$ cat config.mk
export PLATFORM = sky130hd
export DESIGN_NAME = sorted_keyed_tile_list_core
export DESIGN_NICKNAME = d
export VERILOG_FILES = /design/src/rtl/core/sktl_pkg.sv /design/src/rtl/core/sorted_keyed_tile_list_core.sv /design/src/rtl/core/sktl_ram.sv
export SDC_FILE = /design/constraint.sdc
export NUM_CORES = 1
export LEC_CHECK = 0
export BUFFER_PORTS_ARGS = -buffer_cell sky130_fd_sc_hd__buf_2
export CAP_MARGIN = 40
export CORE_ASPECT_RATIO = 0.8
export CORE_UTILIZATION = 50
export CTS_CLUSTER_SIZE = 12
export DETAILED_ROUTE_END_ITERATION = 6
export PLACE_DENSITY_LB_ADDON = 0.3
export SETUP_SLACK_MARGIN = 0.05
export SLEW_MARGIN = 20
export SYNTH_ARGS = -nofsm -noshare
export SYNTH_HDL_FRONTEND = slang
export SYNTH_SLANG_ARGS = --single-unit
export TNS_END_PERCENT = 10
$ cat constraint.sdc
create_clock -name clk -period 10.7 [get_ports clk]
set_clock_uncertainty 0.1 [all_clocks]
set_input_delay 0.535 -clock clk [delete_from_list [all_inputs] [get_ports clk]]
set_output_delay 0.535 -clock clk [all_outputs]
set_load 0.02 [all_outputs]
$ cat src/rtl/core/sktl_pkg.sv
package sktl_pkg;

  localparam int LIST_DEPTH_DEF = 16;
  localparam int ID_BITS_DEF    = 16;
  localparam int KEY_BITS_DEF   = 16;
  localparam int DIR_BITS       = 3;
  localparam int REQ_BITS       = 2;
  localparam int COUNT_BITS     = 5;

  typedef enum logic [REQ_BITS-1:0] {
    REQ_ADD    = 2'd0,
    REQ_REMOVE = 2'd1,
    REQ_QUERY  = 2'd2
  } req_t;

  typedef enum logic [6:0] {
    ST_IDLE = 7'b0000001,
    ST_FIND = 7'b0000010,
    ST_DEL  = 7'b0000100,
    ST_SEEK = 7'b0001000,
    ST_INS  = 7'b0010000,
    ST_PUT  = 7'b0100000,
    ST_DONE = 7'b1000000
  } state_t;

endpackage

$ cat src/rtl/core/sorted_keyed_tile_list_core.sv
// Sorted list of up to LIST_DEPTH entries (id, key, direction), packed from slot 0 in
// ascending key order, equal keys in arrival order. Ops: add (replaces an entry with the
// same id, dropped when full and the id is absent), remove by id, query by id. Entries
// live in one single-port-read, single-port-write RAM walked by a small sequencer:
// query scans the slots for the id, remove also closes the gap the entry leaves, and an
// add does both, then scans again to find its place and opens the gap. One operation
// at a time; in_stall stays high until its result has gone into the output register,
// which holds it until taken while the next operation may already be accepted.
module sorted_keyed_tile_list_core #(
  parameter int LIST_DEPTH = sktl_pkg::LIST_DEPTH_DEF,
  parameter int ID_BITS    = sktl_pkg::ID_BITS_DEF,
  parameter int KEY_BITS   = sktl_pkg::KEY_BITS_DEF
) (
  input  logic                            clk,
  input  logic                            rst,
  input  logic                            in_valid,
  output logic                            in_stall,
  input  logic [sktl_pkg::REQ_BITS-1:0]   req_type,
  input  logic [ID_BITS-1:0]              tile_id,
  input  logic [KEY_BITS-1:0]             sort_key,
  input  logic [sktl_pkg::DIR_BITS-1:0]   direction,
  output logic                            out_valid,
  input  logic                            out_stall,
  output logic                            hit,
  output logic                            dropped,
  output logic [sktl_pkg::COUNT_BITS-1:0] entry_count
);

  import sktl_pkg::*;

  localparam int IDX_W = $clog2(LIST_DEPTH);
  localparam int CNT_W = $clog2(LIST_DEPTH + 1);
  localparam int ENT_W = ID_BITS + KEY_BITS + DIR_BITS;

  state_t               state;
  logic                 pend;
  logic [CNT_W-1:0]     count;
  logic [CNT_W-1:0]     idx;
  logic [CNT_W-1:0]     ins;
  req_t                 req;
  logic [ID_BITS-1:0]   id_q;
  logic [KEY_BITS-1:0]  key_q;
  logic [DIR_BITS-1:0]  dir_q;
  logic                 hit_w;
  logic                 drop_w;

  logic [CNT_W-1:0]     idx_inc;
  logic [CNT_W-1:0]     idx_dec;
  logic                 full;
  logic                 rd_en;
  logic [IDX_W-1:0]     rd_addr;
  logic [ENT_W-1:0]     rd_data;
  logic                 wr_en;
  logic [IDX_W-1:0]     wr_addr;
  logic [ENT_W-1:0]     wr_data;
  logic [ID_BITS-1:0]   rd_id;
  logic [KEY_BITS-1:0]  rd_key;
  logic                 out_free;
  logic [CNT_W+COUNT_BITS-1:0] cnt_ext;

  assign idx_inc  = idx + CNT_W'(1);
  assign idx_dec  = idx - CNT_W'(1);
  assign full     = (count == CNT_W'(LIST_DEPTH));
  assign rd_id    = rd_data[ENT_W-1 -: ID_BITS];
  assign rd_key   = rd_data[DIR_BITS +: KEY_BITS];
  assign out_free = !out_valid || !out_stall;
  assign in_stall = (state != ST_IDLE);
  assign cnt_ext  = (CNT_W + COUNT_BITS)'(count);

  always_comb begin
    rd_en   = 1'b0;
    rd_addr = idx[IDX_W-1:0];
    wr_en   = 1'b0;
    wr_addr = idx[IDX_W-1:0];
    wr_data = rd_data;
    unique case (state)
      ST_FIND, ST_SEEK: begin
        rd_en = !pend;
      end
      ST_DEL: begin
        rd_en   = !pend;
        rd_addr = idx_inc[IDX_W-1:0];
        wr_en   = pend;
      end
      ST_INS: begin
        rd_en   = !pend;
        rd_addr = idx_dec[IDX_W-1:0];
        wr_en   = pend;
      end
      ST_PUT: begin
        wr_en   = 1'b1;
        wr_data = {id_q, key_q, dir_q};
      end
      default: begin
      end
    endcase
  end

  sktl_ram #(
    .WIDTH(ENT_W),
    .DEPTH(LIST_DEPTH)
  ) u_ram (
    .clk    (clk),
    .wr_en  (wr_en),
    .wr_addr(wr_addr),
    .wr_data(wr_data),
    .rd_en  (rd_en),
    .rd_addr(rd_addr),
    .rd_data(rd_data)
  );

  always_ff @(posedge clk) begin
    if (rst) begin
      state     <= ST_IDLE;
      pend      <= 1'b0;
      count     <= '0;
      out_valid <= 1'b0;
    end else begin
      if (state == ST_DONE && out_free) begin
        out_valid <= 1'b1;
      end else if (!out_stall) begin
        out_valid <= 1'b0;
      end
      unique case (state)
        ST_IDLE: begin
          if (in_valid) begin
            req    <= req_t'(req_type);
            id_q   <= tile_id;
            key_q  <= sort_key;
            dir_q  <= direction;
            hit_w  <= 1'b0;
            drop_w <= 1'b0;
            idx    <= '0;
            pend   <= 1'b0;
            if (req_type == REQ_ADD || req_type == REQ_REMOVE || req_type == REQ_QUERY) begin
              state <= ST_FIND;
            end else begin
              state <= ST_DONE;
            end
          end
        end
        ST_FIND: begin
          if (!pend) begin
            if (idx == count) begin
              // id absent
              if (req == REQ_ADD) begin
                if (full) begin
                  drop_w <= 1'b1;
                  state  <= ST_DONE;
                end else begin
                  idx   <= '0;
                  state <= ST_SEEK;
                end
              end else begin
                state <= ST_DONE;
              end
            end else begin
              pend <= 1'b1;
            end
          end else begin
            pend <= 1'b0;
            if (rd_id == id_q) begin
              hit_w <= 1'b1;
              if (req == REQ_QUERY) begin
                state <= ST_DONE;
              end else begin
                state <= ST_DEL;
              end
            end else begin
              idx <= idx_inc;
            end
          end
        end
        ST_DEL: begin
          if (!pend) begin
            if (idx_inc >= count) begin
              count <= count - CNT_W'(1);
              idx   <= '0;
              if (req == REQ_ADD) begin
                state <= ST_SEEK;
              end else begin
                state <= ST_DONE;
              end
            end else begin
              pend <= 1'b1;
            end
          end else begin
            pend <= 1'b0;
            idx  <= idx_inc;
          end
        end
        ST_SEEK: begin
          if (!pend) begin
            if (idx == count) begin
              ins   <= idx;
              state <= ST_INS;
            end else begin
              pend <= 1'b1;
            end
          end else begin
            pend <= 1'b0;
            if (rd_key <= key_q) begin
              idx <= idx_inc;
            end else begin
              ins   <= idx;
              idx   <= count;
              state <= ST_INS;
            end
          end
        end
        ST_INS: begin
          if (!pend) begin
            if (idx == ins) begin
              state <= ST_PUT;
            end else begin
              pend <= 1'b1;
            end
          end else begin
            pend <= 1'b0;
            idx  <= idx_dec;
          end
        end
        ST_PUT: begin
          count <= count + CNT_W'(1);
          state <= ST_DONE;
        end
        ST_DONE: begin
          if (out_free) begin
            hit         <= hit_w;
            dropped     <= drop_w;
            entry_count <= cnt_ext[COUNT_BITS-1:0];
            state       <= ST_IDLE;
          end
        end
        default: begin
          state <= ST_IDLE;
        end
      endcase
    end
  end

endmodule

$ cat src/rtl/core/sktl_ram.sv
module sktl_ram #(
  parameter int WIDTH = 8,
  parameter int DEPTH = 16
) (
  input  logic                     clk,
  input  logic                     wr_en,
  input  logic [$clog2(DEPTH)-1:0] wr_addr,
  input  logic [WIDTH-1:0]         wr_data,
  input  logic                     rd_en,
  input  logic [$clog2(DEPTH)-1:0] rd_addr,
  output logic [WIDTH-1:0]         rd_data
);

  logic [WIDTH-1:0] mem [DEPTH];

  always_ff @(posedge clk) begin
    if (wr_en) begin
      mem[wr_addr] <= wr_data;
    end
    if (rd_en) begin
      rd_data <= mem[rd_addr];
    end
  end

endmodule
## After elaboration in Yosys (flattened, before gate mapping)

Memories as Yosys holds them, arrays and structs flattened. A register that Yosys moved wholly into a read port is not among the register bits.
Index checks and enable logic that the tools add are counted.

| storage, ports and cells | value |
|---|---|
| register bits | 70 |
| logic and storage cells | 148 |
| memories | 1 |
| bits of input ports | 41 |
| output and inout port bits | 9 |
| bits in writable memories | 560 |

| cells by class | value |
|---|---|
| multiplexer cells | 60 |
| reduce and logical (&&, ||, !) cells | 26 |
| bitwise gates (word level) | 1 |
| order comparisons | 2 |
| eq/ne operators | 39 |
| $add $sub $neg | 4 |

Memories:

| name | words | width | rd ports | clocked after memory_dff | write ports | line | text |
|---|---|---|---|---|---|---|---|
| u_ram.mem | 16 | 35 | 1 | 1 | 1 | sktl_ram.sv:14 | `logic [WIDTH-1:0] mem [DEPTH];` |

Operators with widths:

| cell | number |
|---|---|
| 2-to-1 mux 7 bit | 17 |
| 2-to-1 mux 5 bit | 16 |
| case mux 7 bit (7 select lines) | 1 |
| 2-to-1 mux 35 bit | 1 |
| inequality test 2 bit (second input constant) | 15 |
| case mux 5 bit (5 select lines) | 1 |
| inequality test 3 bit (second input constant) | 8 |
| AND reduction 10 bit | 2 |
| 2-to-1 mux 1 bit | 18 |
| == test 16 bit | 1 |
| less-or-equal comparator 16 bit | 1 |
| adder 5 x 1 -> 5 bit (second input constant) | 2 |
| == test 5 bit | 2 |
| case mux 5 bit (2 select lines) | 1 |
| subtractor 5 x 1 -> 5 bit (second input constant) | 2 |
| AND reduction 3 bit | 3 |
| case mux 4 bit (2 select lines) | 1 |
| == test 7 x 1 -> 1 bit (second input constant) | 1 |
| == test 7 x 2 -> 1 bit (second input constant) | 1 |
| == test 7 x 3 -> 1 bit (second input constant) | 1 |
| == test 7 x 4 -> 1 bit (second input constant) | 1 |
| == test 7 x 5 -> 1 bit (second input constant) | 1 |
| == test 7 x 6 -> 1 bit (second input constant) | 1 |
| == test 7 bit (second input constant) | 1 |
| 22 further kinds | 33 |

## Longest topological paths before layout

| logic depth | value |
|---|---|
| word-level depth | 6 |
| depth in mapped cells | 13 |
| depth with buffers taken out | 10 |

## Cells and area by module

Synthesis repeated with hierarchy kept, for this count alone.

| unflattened totals | value |
|---|---|
| cells, all modules | 1,349 |
| area, all modules | 26,802.0 um^2 |

By module, submodules not included:

| module | sequential area each (um^2) | cells each | area an instance (um^2) | times used |
|---|---|---|---|---|
| sktl_ram | 17,867.1 | 914 | 22,404.0 | 1 |
| sorted_keyed_tile_list_core | 1,961.9 | 435 | 4,398.0 | 1 |

## Least setup slack after synthesis

OpenSTA, ideal clock, no wires.

| path | value |
|---|---|
| path kind | reg2reg |
| start point | reg state[2] |
| end point | mem u_ram.mem[3][10] in the netlist's numbering, enable pin |
| path buffers | 2 |
| stages on the path, launching flop included | 8 |
| path slack | 6.427 ns |
| period minus slack after synthesis | 4.273 ns |
| setup time | 0.461 ns |
| required time | 10.139 ns |
| arrival | 3.712 ns |
| cell sequence | dfxtp_1 -> buf_2 -> nor4_1 -> and3_1 -> clkbuf_1 -> a21o_1 -> nand2_1 -> nor3_1 |

| between the ends | value |
|---|---|
| word-level cells in the longest chain between the ends | 5 |
| elaborated cells on any way between the ends | 7 |
| classes of those cells | 3 x eq/ne; 3 x mux; 1 x reduce/logical |

Ends and longest elaborated chain:

| element | line | text |
|---|---|---|
| start, declared | sorted_keyed_tile_list_core.sv:35 | `state_t state;` |
| start signal, assigned | sorted_keyed_tile_list_core.sv:114 | `state <= ST_IDLE;` |
| start signal, assigned | sorted_keyed_tile_list_core.sv:136 | `state <= ST_FIND;` |
| start signal, assigned | sorted_keyed_tile_list_core.sv:138 | `state <= ST_DONE;` |
| == test 7 x 5 -> 1 bit / == test 7 x 3 -> 1 bit (equally long branches) | sorted_keyed_tile_list_core.sv:76 | `unique case (state)` |
| OR reduction 2 bit (no source line) | n/a |  |
| case mux 1 bit (2 select lines) * | sorted_keyed_tile_list_core.sv:76 |  |
| 2-to-1 mux 1 bit * | sktl_ram.sv:17 | `if (wr_en) begin` |
| 2-to-1 mux 1 bit (not written as such) * | sktl_ram.sv:18 | `mem[wr_addr] <= wr_data;` |
| end, declared | sktl_ram.sv:14 |  |

Every way passes the cells marked *; elsewhere a longest branch is shown, timed or not.

## Final worst setup path

| path | value |
|---|---|
| start point | reg state[4] |
| end point | reg u_ram.rd_data[29], read port of u_ram.mem (data pin) |

| between the ends | value |
|---|---|
| word-level cells in the longest chain between the ends | 3 |
| elaborated cells on any way between the ends | 7 |
| classes of those cells | 4 x eq/ne; 2 x mux; 1 x reduce/logical |

Ends and longest elaborated chain:

| element | line | text |
|---|---|---|
| == test 7 x 5 -> 1 bit (tied with other cells) | sorted_keyed_tile_list_core.sv:76 |  |
| OR reduction 4 bit (no source line) | n/a |  |
| 2-to-1 mux 1 bit | n/a |  |
| end, declared | sktl_ram.sv:11 | `output logic [WIDTH-1:0] rd_data` |

Several ways; a longest one is shown, not always the timed one.
A chain may end at the register's enable or synchronous reset.

==> out/qor.csv <==
stage;metric;value;unit
clocking;ctsResizeCount;0;
worst_setup_path;critical_path_arrival;4.20;ns
worst_setup_path;path_delay_family;buffers and inverters;
floorplan;ioPinCount;50;
clocking;clkTransAtPathRegs;0.06;ns
floorplan;die_w;251;um
global_routing;grt_first_pass_wirelength;76100;um
placement;pre_cts_ws;6.70;ns
worst_setup_path;crit_slowest_cell;buf_4;
layout;area_delta_synth_final;12.7;%
worst_setup_path;crit_path_end_kind;flop;
global_routing;grt_max_degree;129;
yosys;ys_ff_latch;611;
drt;drt-wirelength-per-cell;25.6;um
floorplan;core_area;48600;um^2
drt;drc_errors;0;
yosys;synth.avg_cell_area;20.2;um^2
worst_setup_path;critical_path.max_fanout;30;
worst_setup_path;critPathLaunchType;flop;
yosys;async_reset_ff_share;0;%
placement;port_buffers;46;
worst_setup_path;criticalPathCategory;reg2reg;
timing;relSlewSlack;44.2;%
min_path;holdCritPathClass;in2reg;
layout;drive_gt1_share;24.7;%
worst_setup_path;path_cells;xor2_1 -> and3_1 -> xnor2_2 -> buf_4 -> buf_4 -> buf_12 -> mux4_2 -> mux2i_1 -> mux2i_1;
timing;post-route-min-period;3.97;ns
global_routing;antenna_found_initial;0;
floorplan;start_util;50.9;%
placement;gp_congestion;0.847;
clocking;cts_buffers;59;
layout;antenna_cells;0;
timing;max_freq;252;MHz
timing;period_share;37.1;%
clocking;cts.sinks;611;
timing;rsz0062_at_grt;false;
yosys;synthesis.nets;1295;
floorplan;core.rowCount;72;
min_path;min_from;out_stall;
placement;dpl.hpwl;26200;um
layout;mostFrequentLayoutCell;edfxtp_1;
floorplan;dieArea;50400;um^2
power_and_ir_drop;finalPower;5.18;mW
clocking;cts_buffer_depth;3;
timing;fin_hold_ws;0.156;ns
worst_setup_path;cp_num_buf_inv;3;
layout;fin_nets;1416;
worst_setup_path;r2r-start;state[4];
drt;routed_wirelength;51100;um
timing;tightest_slew;0.837;ns
timing;hold_viol;0;
timing;tns;0;ns
yosys;yosysSeqAreaShare;73.6;%
clocking;cts_tree;done;
yosys;synthCells;1224;
outcome;status;complete, no violations;
yosys;synth_area_leaders;edfxtp_1, mux4_2, mux2i_1;
global_routing;gr-usage-all-layers;20.8;%
timing;setup_viol;0;
layout;fillers;3477;
drt;via_count;11800;
clocking;post_cts_buffers;0;
yosys;yosysTopAreaCellShare;72.5;%
drt;dr.pass1.iters;5;
yosys;netlist_area;24700;um^2
yosys;synth_edf_count;597;
global_routing;grt_pass1_vias;12200;
drt;ant_nets;0;
floorplan;die_y;201;um
global_routing;grt.overflow.total;0;
layout;utilization;57.4;%
power_and_ir_drop;p_leak;9.18;nW
worst_setup_path;crit_path_start;state[4];
yosys;yosysTopAreaCell;edfxtp_1;
drt;routed_via_density;5.93;
timing;fin_ws;6.73;ns
clocking;htreeDepth;2;
yosys;dominantRegCellSynth;edfxtp_1;
power_and_ir_drop;vdd_ir_drop_max;0.000138;V
drt;drtIter0Drc;1027;
yosys;yosysWarnings;0;
worst_setup_path;critical_path.max_stage_delay;0.65;ns
job;drv_cap;0;
power_and_ir_drop;pwr_density_cell;186;nW/um^2
layout;final_cell_mix;edfxtp_1, mux4_2, mux2i_1;
clocking;ctsHoldBuffers;34;
timing;maxSlewViolCount;0;
worst_setup_path;cp.required;10.92;ns
yosys;ys_types;51;
clocking;root_buffer;clkbuf_16;
clocking;worstSkewPairLatency;0.62;ns
[cells by family (layout without fill, tap and decap cells)]
| logic type | count (synthesis) | count (layout) | synth area share [%] |
|---|---|---|---|
| XOR/XNOR | 39 | 39 | 1.46 |
| buffers and inverters | 83 | 223 | 1.62 |
| adder cells (fa/ha/maj) | 30 | 30 | 1.55 |
| multiplexers | 257 | 257 | 17.0 |
| AO/OA/AOI/OAI | 69 | 69 | 1.83 |
| AND/OR/NAND/NOR | 135 | 135 | 2.90 |
| flip-flops | 611 | 611 | 73.6 |
[flip-flops by register name (all words and copies together) (netlist names)]
signal / count
req: 2
id_q: 16
drop_w: 1
idx: 5
u_ram.rd_data: 32
state: 7
out_valid: 1
pend: 1
entry_count: 5
key_q: 16
ins: 5
u_ram.mem: 512
dropped: 1
count: 5
hit_w: 1
hit: 1
[metal layers]
metal  track usage [%]  share of wire (%)
met3              3.75                6.0
met5                 0                  0
met2              33.9                 49
met4              5.63                2.1
met1              29.0                 43
[cells in the mapped netlist (all sizes together) (7+ instances only)]
master	number
buf	35
xnor2	31
mux2i	98
edfxtp	597
nand3	9
mux2	31
nand2b	9
mux4	128
nand2	26
nor2	36
o21ai	12
dfxtp	14
nor3	13
ha	29
inv	29
xor2	8
clkbuf	19
nand4	7
a21oi	23
[worst paths after layout]
check,end,slack (ns),cells past startpoint
max,u_ram.rd_data[29],6.73,9
min reg2reg,dropped,0.32,0
min,out_valid,0.16,3
max reg2reg,u_ram.rd_data[29],6.73,9
[where the power goes]
| part | total, mW | leakage, nW | internal, mW | switching (mW) |
|---|---|---|---|---|
| Sequential | 2.71 | 5.49 | 2.68 | 0.0262 |
| Clock | 1.85 | 0.790 | 1.01 | 0.833 |
| Combinational | 0.623 | 2.90 | 0.291 | 0.332 |
| Total | 5.18 | 9.18 | 3.99 | 1.19 |
[worst reg2reg max path: cells and delay by family (launching register included)]
kind          cells  cell delay [ns]
simple gates      1             0.30
buf+inv           3             1.49
xor+xnor          2             0.42
mux               3             0.82
flops             1             0.56
[final cells by class]
class	count	area, um^2	area share, %
clock buffer	69	1510	5.43
tap	629	787	2.82
clock inverter	11	101	0.363
inverter	29	109	0.390
multi-input combinational	530	6280	22.5
sequential	611	18200	65.3
timing repair buffer	114	883	3.17
[per-stage QoR]
| step | instance area, um^2 | cells |
|---|---|---|
| finish | 27900 | 1993 |
| global route | 27900 | 1993 |
| CTS | 27900 | 1991 |
| detailed placement | 25900 | 1877 |
| global placement | 25800 | 1874 |
| floorplan | 24700 | 1224 |
Note: power is estimated with default switching activity, not from simulation.
